<file path="src/design/clsd_pkg.sv">
// Constants, codes and character helpers for the content-length deframer.
package clsd_pkg;

	localparam int unsigned LENGTH_BITS = 31;

	localparam logic [15:0] MAX_HDR_RESET = 16'd8192;
	localparam logic [30:0] MAX_MSG_RESET = 31'd67108864;

	localparam logic [30:0] LEN_CAP = 31'((64'd1 << LENGTH_BITS) - 64'd1);

	// config register indexes
	localparam logic CFG_MAX_HDR = 1'b0;
	localparam logic CFG_MAX_MSG = 1'b1;

	// result kinds
	localparam logic [1:0] KIND_BODY    = 2'd0;
	localparam logic [1:0] KIND_NO_TERM = 2'd1;
	localparam logic [1:0] KIND_BAD_LEN = 2'd2;

	// phases
	localparam logic [1:0] PH_HEADER = 2'd0;
	localparam logic [1:0] PH_BODY   = 2'd1;
	localparam logic [1:0] PH_DEAD   = 2'd2;

	// line scanner states; 1..14 are prefix characters matched
	localparam logic [4:0] LS_LEAD   = 5'd0;
	localparam logic [4:0] LS_KEYEND = 5'd14;
	localparam logic [4:0] LS_AFTER  = 5'd15;
	localparam logic [4:0] LS_SIGN   = 5'd16;
	localparam logic [4:0] LS_DIGITS = 5'd17;
	localparam logic [4:0] LS_TRAIL  = 5'd18;
	localparam logic [4:0] LS_SKIP   = 5'd19;
	localparam logic [4:0] LS_DONE   = 5'd20;

	localparam logic [7:0] CH_LF    = 8'h0A;
	localparam logic [7:0] CH_CR    = 8'h0D;
	localparam logic [7:0] CH_PLUS  = 8'h2B;
	localparam logic [7:0] CH_MINUS = 8'h2D;
	localparam logic [7:0] CH_ZERO  = 8'h30;
	localparam logic [7:0] CH_NINE  = 8'h39;

	function automatic logic is_space(input logic [7:0] c);
		return (c == 8'h20) || (c >= 8'h09 && c <= 8'h0D);
	endfunction

	// "Content-Length:"
	function automatic logic [7:0] key_char(input logic [3:0] idx);
		logic [7:0] ch;
		unique case (idx)
			4'd0:    ch = 8'h43;
			4'd1:    ch = 8'h6F;
			4'd2:    ch = 8'h6E;
			4'd3:    ch = 8'h74;
			4'd4:    ch = 8'h65;
			4'd5:    ch = 8'h6E;
			4'd6:    ch = 8'h74;
			4'd7:    ch = 8'h2D;
			4'd8:    ch = 8'h4C;
			4'd9:    ch = 8'h65;
			4'd10:   ch = 8'h6E;
			4'd11:   ch = 8'h67;
			4'd12:   ch = 8'h74;
			4'd13:   ch = 8'h68;
			4'd14:   ch = 8'h3A;
			default: ch = 8'h00;
		endcase
		return ch;
	endfunction

	// CR LF CR LF
	function automatic logic [7:0] term_char(input logic [1:0] idx);
		return idx[0] ? CH_LF : CH_CR;
	endfunction

endpackage

</file>
<file path="src/design/content_length_stream_deframer.sv">
// Top level of the content-length stream deframer.
// Takes one stream byte per cycle while no result waits on out_ready; each byte's result is
// then registered; the rate is set by the per-byte header scanner and length accumulator,
// which update once for every byte between the input register and the result register.
// Header bytes and bytes after an error give no result; each body byte gives one result
// with first and last marks, and an error gives one result after which all input is
// taken and dropped until reset. Register writes take effect at once. No clearing pass
// is needed after reset.
module content_length_stream_deframer
	import clsd_pkg::*;
(
	input  logic        clk,
	input  logic        arst_n,
	input  logic        in_valid,
	output logic        in_ready,
	input  logic [7:0]  in_byte,
	output logic        out_valid,
	input  logic        out_ready,
	output logic [1:0]  kind,
	output logic [7:0]  data_byte,
	output logic        first_of_body,
	output logic        last_of_body,
	input  logic        cfg_we,
	input  logic        cfg_index,
	input  logic [30:0] cfg_data
);

	logic        valid_s1;
	logic [7:0]  byte_s1;
	logic        adv;

	logic [15:0] max_hdr_q;
	logic [30:0] max_msg_q;

	logic [1:0]  phase_q, phase_n;
	logic [16:0] hc_q, hc_n;
	logic [1:0]  tm_q, tm_n;
	logic [4:0]  ls_q, ls_n;
	logic        found_q, found_n;
	logic [31:0] lv_q, lv_n;
	logic        neg_q, neg_n;
	logic        inval_q, inval_n;
	logic [LENGTH_BITS-1:0] br_q, br_n;
	logic        started_q, started_n;

	logic        res_v;
	logic [1:0]  res_kind;
	logic [7:0]  res_data;
	logic        res_first;
	logic        res_last;

	logic [35:0] acc;
	logic [2:0]  tm_next;
	logic [30:0] lim;
	logic        bad;
	logic [LENGTH_BITS-1:0] br_dec;

	assign adv      = valid_s1 && (!out_valid || out_ready);
	assign in_ready = !valid_s1 || adv;

	assign acc     = ({4'd0, lv_q} << 3) + ({4'd0, lv_q} << 1) + {28'd0, byte_s1 - CH_ZERO};
	assign tm_next = (byte_s1 == term_char(tm_q)) ? ({1'b0, tm_q} + 3'd1)
	                                              : ((byte_s1 == CH_CR) ? 3'd1 : 3'd0);
	assign lim     = (max_msg_q < LEN_CAP) ? max_msg_q : LEN_CAP;
	assign br_dec  = br_q - LENGTH_BITS'(1);

	always_comb begin
		phase_n   = phase_q;
		hc_n      = hc_q;
		tm_n      = tm_q;
		ls_n      = ls_q;
		found_n   = found_q;
		lv_n      = lv_q;
		neg_n     = neg_q;
		inval_n   = inval_q;
		br_n      = br_q;
		started_n = started_q;
		res_v     = 1'b0;
		res_kind  = KIND_BODY;
		res_data  = 8'd0;
		res_first = 1'b0;
		res_last  = 1'b0;
		bad       = 1'b0;

		if (phase_q == PH_BODY) begin
			res_v     = 1'b1;
			res_data  = byte_s1;
			res_first = !started_q;
			res_last  = (br_q == LENGTH_BITS'(1));
			started_n = 1'b1;
			br_n      = br_dec;
			if (br_dec == '0) begin
				phase_n   = PH_HEADER;
				hc_n      = '0;
				tm_n      = '0;
				ls_n      = LS_LEAD;
				found_n   = 1'b0;
				lv_n      = '0;
				neg_n     = 1'b0;
				inval_n   = 1'b0;
				started_n = 1'b0;
			end
		end else if (phase_q == PH_HEADER) begin
			if (!hc_q[16])
				hc_n = hc_q + 17'd1;

			priority if (byte_s1 == CH_LF) begin
				if (ls_q == LS_AFTER || ls_q == LS_SIGN)
					inval_n = 1'b1;
				ls_n = found_q ? LS_DONE : LS_LEAD;
			end else if (ls_q == LS_DONE || ls_q == LS_SKIP) begin
				ls_n = ls_q;
			end else if (ls_q == LS_LEAD) begin
				if (!is_space(byte_s1))
					ls_n = (byte_s1 == key_char(4'd0)) ? 5'd1 : LS_SKIP;
			end else if (ls_q < LS_AFTER) begin
				if (byte_s1 == key_char(ls_q[3:0])) begin
					ls_n = ls_q + 5'd1;
					if (ls_q == LS_KEYEND)
						found_n = 1'b1;
				end else begin
					ls_n = LS_SKIP;
				end
			end else if (ls_q == LS_AFTER && is_space(byte_s1)) begin
				ls_n = ls_q;
			end else if (ls_q == LS_AFTER && (byte_s1 == CH_PLUS || byte_s1 == CH_MINUS)) begin
				if (byte_s1 == CH_MINUS)
					neg_n = 1'b1;
				ls_n = LS_SIGN;
			end else if ((ls_q == LS_AFTER || ls_q == LS_SIGN || ls_q == LS_DIGITS) &&
			             byte_s1 >= CH_ZERO && byte_s1 <= CH_NINE) begin
				lv_n = (acc[35:32] != 4'd0) ? 32'hFFFF_FFFF : acc[31:0];
				ls_n = LS_DIGITS;
			end else if ((ls_q == LS_DIGITS || ls_q == LS_TRAIL) && is_space(byte_s1)) begin
				ls_n = LS_TRAIL;
			end else begin
				inval_n = 1'b1;
				ls_n    = LS_TRAIL;
			end

			tm_n = tm_next[1:0];

			if (tm_next[2]) begin
				bad = !found_n || inval_n || (neg_n && lv_n != 32'd0) || (lv_n > {1'b0, lim});
				if (bad) begin
					res_v    = 1'b1;
					res_kind = KIND_BAD_LEN;
					phase_n  = PH_DEAD;
				end else if (lv_n == 32'd0) begin
					hc_n      = '0;
					tm_n      = '0;
					ls_n      = LS_LEAD;
					found_n   = 1'b0;
					lv_n      = '0;
					neg_n     = 1'b0;
					inval_n   = 1'b0;
					br_n      = '0;
					started_n = 1'b0;
				end else begin
					br_n      = lv_n[LENGTH_BITS-1:0];
					started_n = 1'b0;
					phase_n   = PH_BODY;
				end
			end else if (hc_n > {1'b0, max_hdr_q}) begin
				res_v    = 1'b1;
				res_kind = KIND_NO_TERM;
				phase_n  = PH_DEAD;
			end
		end
	end

	always_ff @(posedge clk or negedge arst_n) begin
		if (!arst_n) begin
			max_hdr_q <= MAX_HDR_RESET;
			max_msg_q <= MAX_MSG_RESET;
		end else if (cfg_we) begin
			unique case (cfg_index)
				CFG_MAX_HDR: max_hdr_q <= cfg_data[15:0];
				CFG_MAX_MSG: max_msg_q <= cfg_data;
			endcase
		end
	end

	always_ff @(posedge clk or negedge arst_n) begin
		if (!arst_n) begin
			valid_s1 <= 1'b0;
		end else if (in_ready) begin
			valid_s1 <= in_valid;
		end
	end

	always_ff @(posedge clk) begin
		if (in_ready && in_valid)
			byte_s1 <= in_byte;
	end

	always_ff @(posedge clk or negedge arst_n) begin
		if (!arst_n) begin
			phase_q   <= PH_HEADER;
			hc_q      <= '0;
			tm_q      <= '0;
			ls_q      <= LS_LEAD;
			found_q   <= 1'b0;
			lv_q      <= '0;
			neg_q     <= 1'b0;
			inval_q   <= 1'b0;
			br_q      <= '0;
			started_q <= 1'b0;
		end else if (adv) begin
			phase_q   <= phase_n;
			hc_q      <= hc_n;
			tm_q      <= tm_n;
			ls_q      <= ls_n;
			found_q   <= found_n;
			lv_q      <= lv_n;
			neg_q     <= neg_n;
			inval_q   <= inval_n;
			br_q      <= br_n;
			started_q <= started_n;
		end
	end

	always_ff @(posedge clk or negedge arst_n) begin
		if (!arst_n) begin
			out_valid <= 1'b0;
		end else if (adv) begin
			out_valid <= res_v;
		end else if (out_ready) begin
			out_valid <= 1'b0;
		end
	end

	always_ff @(posedge clk) begin
		if (adv && res_v) begin
			kind          <= res_kind;
			data_byte     <= res_data;
			first_of_body <= res_first;
			last_of_body  <= res_last;
		end
	end

`ifndef SYNTHESIS
	a_dead_sticks: assert property (@(posedge clk) disable iff (!arst_n)
		phase_q == PH_DEAD |=> phase_q == PH_DEAD)
		else $error("left dead phase without reset");

	a_err_clean: assert property (@(posedge clk) disable iff (!arst_n)
		out_valid && kind != KIND_BODY |-> data_byte == 8'd0 && !first_of_body &&
		!last_of_body && phase_q == PH_DEAD)
		else $error("error beat with body marks or live phase");

	a_body_nonzero: assert property (@(posedge clk) disable iff (!arst_n)
		phase_q == PH_BODY |-> br_q != '0)
		else $error("body phase with nothing remaining");
`endif

endmodule

</file>
<file path="config.mk">
export PLATFORM = sky130hd
export DESIGN_NAME = content_length_stream_deframer
export DESIGN_NICKNAME = d
export VERILOG_FILES = /design/src/design/clsd_pkg.sv /design/src/design/content_length_stream_deframer.sv
export SDC_FILE = /design/constraint.sdc
export NUM_CORES = 1
export LEC_CHECK = 0
export BUFFER_PORTS_ARGS = -buffer_cell sky130_fd_sc_hd__buf_2
export CAP_MARGIN = 10
export CORE_MARGIN = 2
export CORE_UTILIZATION = 54
export CTS_BUF_LIST = sky130_fd_sc_hd__clkbuf_8
export CTS_CLUSTER_DIAMETER = 60
export DETAILED_ROUTE_END_ITERATION = 16
export PLACE_DENSITY = 0.71
export SKIP_LAST_GASP = 1
export SLEW_MARGIN = 30
export SYNTH_ARGS = -nofsm -noshare
export SYNTH_HDL_FRONTEND = slang
export SYNTH_SLANG_ARGS = --single-unit
export TNS_END_PERCENT = 5
</file>
<file path="constraint.sdc">
create_clock -name clk -period 11.5 [get_ports clk]
set_clock_uncertainty 0.05 [all_clocks]
set_input_delay 0.575 -clock clk [delete_from_list [all_inputs] [get_ports clk]]
set_output_delay 0.575 -clock clk [all_outputs]
set_load 0.02 [all_outputs]
</file>
==> impl_metrics.yaml <==
global_route:
  gr-total-overflow: 0
  grt_pass1_vias: 11593
  grt_usage: 0.308
  grt_pass1_wl_um: 63200
  grt_max_degree: 86
  antenna_found_initial: 0
timing:
  finalSetupTns_ns: 0
  fmax_mhz: 119
  finalHoldViolCount: 0
  worst_pin_slew_ns: 0.958
  layout_setup_ws_ns: 3.08
  setup_viol: 0
  slew_headroom: 0.345
  period_needed_ns: 8.42
  finalCritPeriodShare: 0.732
  rsz0062_at_grt: "no"
  final_max_slew_viol_count: 0
clock_network:
  cts_tree: "done"
  postCtsSetupBuffers: 0
  clk_latency_ns: 0.49
  clk_path_buf_depth: 2
  htree_levels: 4
  cts_root_buf: "clkbuf_8"
  cts_resized: 0
  cts.sinks: 162
  clkSlewWorstSetupHoldPaths_ns: 0.11
  holdBufCountCts: 0
  cts_buffers: 17
worst_setup_path:
  critPathKind: "reg -> reg"
  crit_fanout: 33
  max_stage_delay_ns: 0.81
  cp_num_buf_inv: 4
  cpMostUsedCell: "ha_1"
  worstPathRequired_ns: 11.83
  crit_arrival_ns: 8.75
  end_kind: "flop"
  cpLargestDelayFamily: "compound AO/OA/AOI/OAI gates"
  cp-start-kind: "flop"
  cp_slowest_cell: "or4b_1"
floorplanning:
  rows: 56
  start_util: 0.552
  dieArea_um2: 25300
  num_io_pins: 59
  die_h_um: 159
  core_area_um2: 23500
  die_w_um: 159
drt:
  drc: 0
  drtPass1Iterations: 6
  num_vias: 12127
  drtIter0Drc: 1282
  routedWlPerCell_um: 21.2
  drt_wl_total_um: 38900
  vias_per_cell: 6.60
  antenna_left: 0
final_layout:
  design_area_um2: 13900
  syn_to_final_growth_pct: 7.10
  drive_above_1_share: 0.110
  diodes: 0
  nNetsFinal: 1678
synth:
  synth_cells: 1497
  ys.flop_type: "dfrtp_1"
  yosysWarnings: 0
  synth-async-reset-ratio: 0.877
  synth.avg_cell_area_um2: 8.69
  synth.ff_latch_count: 162
  synth_cell_types: 90
  syn_nets: 1669
  netlist_area_um2: 13000
  synth-edff-count: 20
  seq_area_frac_synth: 0.320
place:
  dp_slack_ns: 3.26
  place_area_um2: 13500
  port_buffers: 58
  routabilityCongestion: 0.931
  hpwlAfterDp_um: 29500
pwr:
  leakage_nw: 6.08
  power_density_nw_per_um2: 210
  ir_worst_vdd_mv: 0.102
  p_total_mw: 2.92
worst_hold_path:
  min_path_type: "in -> async"
run_status:
  status: "complete, no violations"
job:
  maxCapViolations: 0
[report_power, final]
| part | switching [mW] | leakage [nW] | internal (mW) |
|---|---|---|---|
| clock | 0.270 | 0.219 | 0.189 |
| sequential | 0.180 | 1.99 | 0.673 |
| combinational | 0.977 | 3.86 | 0.635 |
| total | 1.43 | 6.08 | 1.50 |
[final timing paths]
check	start	endpoint	slack (ns)	cells past startpoint
setup / recovery	byte_s1[5]	tm_q[1]	3.08	26
hold / removal	arst_n	br_q[30]	0.08	1
setup reg to reg	byte_s1[5]	tm_q[1]	3.08	26
hold reg to reg	neg_q	neg_q	0.45	2
max in group asynchronous	arst_n	lv_q[28]	10.00	2
min in group clk	in_byte[6]	byte_s1[6]	0.20	1
[synth_stat cells, types with 6 or more instances]
library cell / count / area share
dfrtp_1: 140 / 0.27
ha_1: 121 / 0.12
nand2_1: 106 / 0.031
a21oi_1: 101 / 0.039
nor2_1: 99 / 0.029
inv_1: 86 / 0.025
o21ai_0: 83 / 0.032
clkbuf_1: 66 / 0.019
nor3_1: 43 / 0.017
a22o_1: 37 / 0.025
mux2_2: 35 / 0.030
nand3_1: 35 / 0.013
nand4_1: 34 / 0.016
xnor2_1: 31 / 0.021
a31oi_1: 30 / 0.014
nor4_1: 30 / 0.014
o22ai_1: 28 / 0.013
o22a_1: 24 / 0.016
edfxtp_1: 20 / 0.046
and2_1: 19 / 0.0091
or3_1: 18 / 0.0087
o21a_1: 17 / 0.0098
o21ai_1: 17 / 0.0065
xor2_1: 15 / 0.010
a211oi_1: 14 / 0.0081
nand2b_1: 14 / 0.0067
a21o_1: 12 / 0.0069
and3_1: 12 / 0.0058
o211ai_1: 12 / 0.0069
buf_2: 11 / 0.0042
nor3b_1: 11 / 0.0064
nor2b_1: 10 / 0.0048
o31ai_1: 9 / 0.0052
or4_1: 9 / 0.0052
nand3b_1: 8 / 0.0046
a22oi_1: 7 / 0.0040
o21bai_1: 7 / 0.0040
o32ai_1: 7 / 0.0047
or2_2: 7 / 0.0034
and4_1: 6 / 0.0040
fa_1: 6 / 0.0092
[metrics by stage]
stage,hold WS [ns],utilization,std cells
4_1_cts,0.113,0.591,1838
2_1_floorplan,0.229,-,1497
6_report,0.0766,0.592,1838
5_1_grt,0.130,0.592,1838
3_3_place_gp,0.421,0.572,1806
3_5_place_dp,0.426,0.572,1806
[metal layers]
layer | global-route usage | wire [um] | vias up
met4 | 0.102 | 1090 | 0
li1 | - | - | 5660
met3 | 0.0500 | 2660 | 85
met5 | 0 | 0 | -
met1 | 0.420 | 16800 | 5904
met2 | 0.502 | 18400 | 478
[flip-flops by register name, summed over array words and instances, names as in the netlist]
register       count
data_byte          8
max_msg_q         31
ls_q               5
hc_q              17
tm_q               2
valid_s1           1
br_q              31
last_of_body       1
first_of_body      1
started_q          1
found_q            1
max_hdr_q         16
byte_s1            8
neg_q              1
phase_q            2
lv_q              32
inval_q            1
kind               2
out_valid          1
[cells by family (layout without fill, tap and decap cells)]
logic type / after synthesis / after routing / synth area share
muxes: 40 / 40 / 0.0342
AOI/OAI and AO/OA: 472 / 472 / 0.244
and+or+nand+nor: 480 / 480 / 0.193
DFF: 162 / 162 / 0.320
buffers and inverters: 170 / 192 / 0.0524
xor gates and xnor gates: 46 / 46 / 0.0310
adders and majority gates: 127 / 127 / 0.126
[cell usage in the layout (no fill, tap or decap), types with 18 or more instances in the layout]
master,synthesis,final
dfrtp_1,140,140
ha_1,121,121
nand2_1,106,105
a21oi_1,101,100
nor2_1,99,99
inv_1,86,86
o21ai_0,83,83
buf_2,11,57
nor3_1,43,43
a22o_1,37,37
nand3_1,35,35
mux2_2,35,35
nand4_1,34,34
xnor2_1,31,31
nor4_1,30,30
a31oi_1,30,30
o22ai_1,28,28
o22a_1,24,24
edfxtp_1,20,20
and2_1,19,19
or3_1,18,18
[area by class of cell]
cell class                      count  area [um^2]
Timing Repair Buffer               74          417
Multi-Input combinational cell   1165         8190
Clock buffer                       17          234
Fill cell                        2135         9620
Inverter                           86          323
Sequential cell                   162         4160
Clock inverter                     15          208
Tap cell                          319          399
Note: power is estimated with default switching activity, not from simulation.
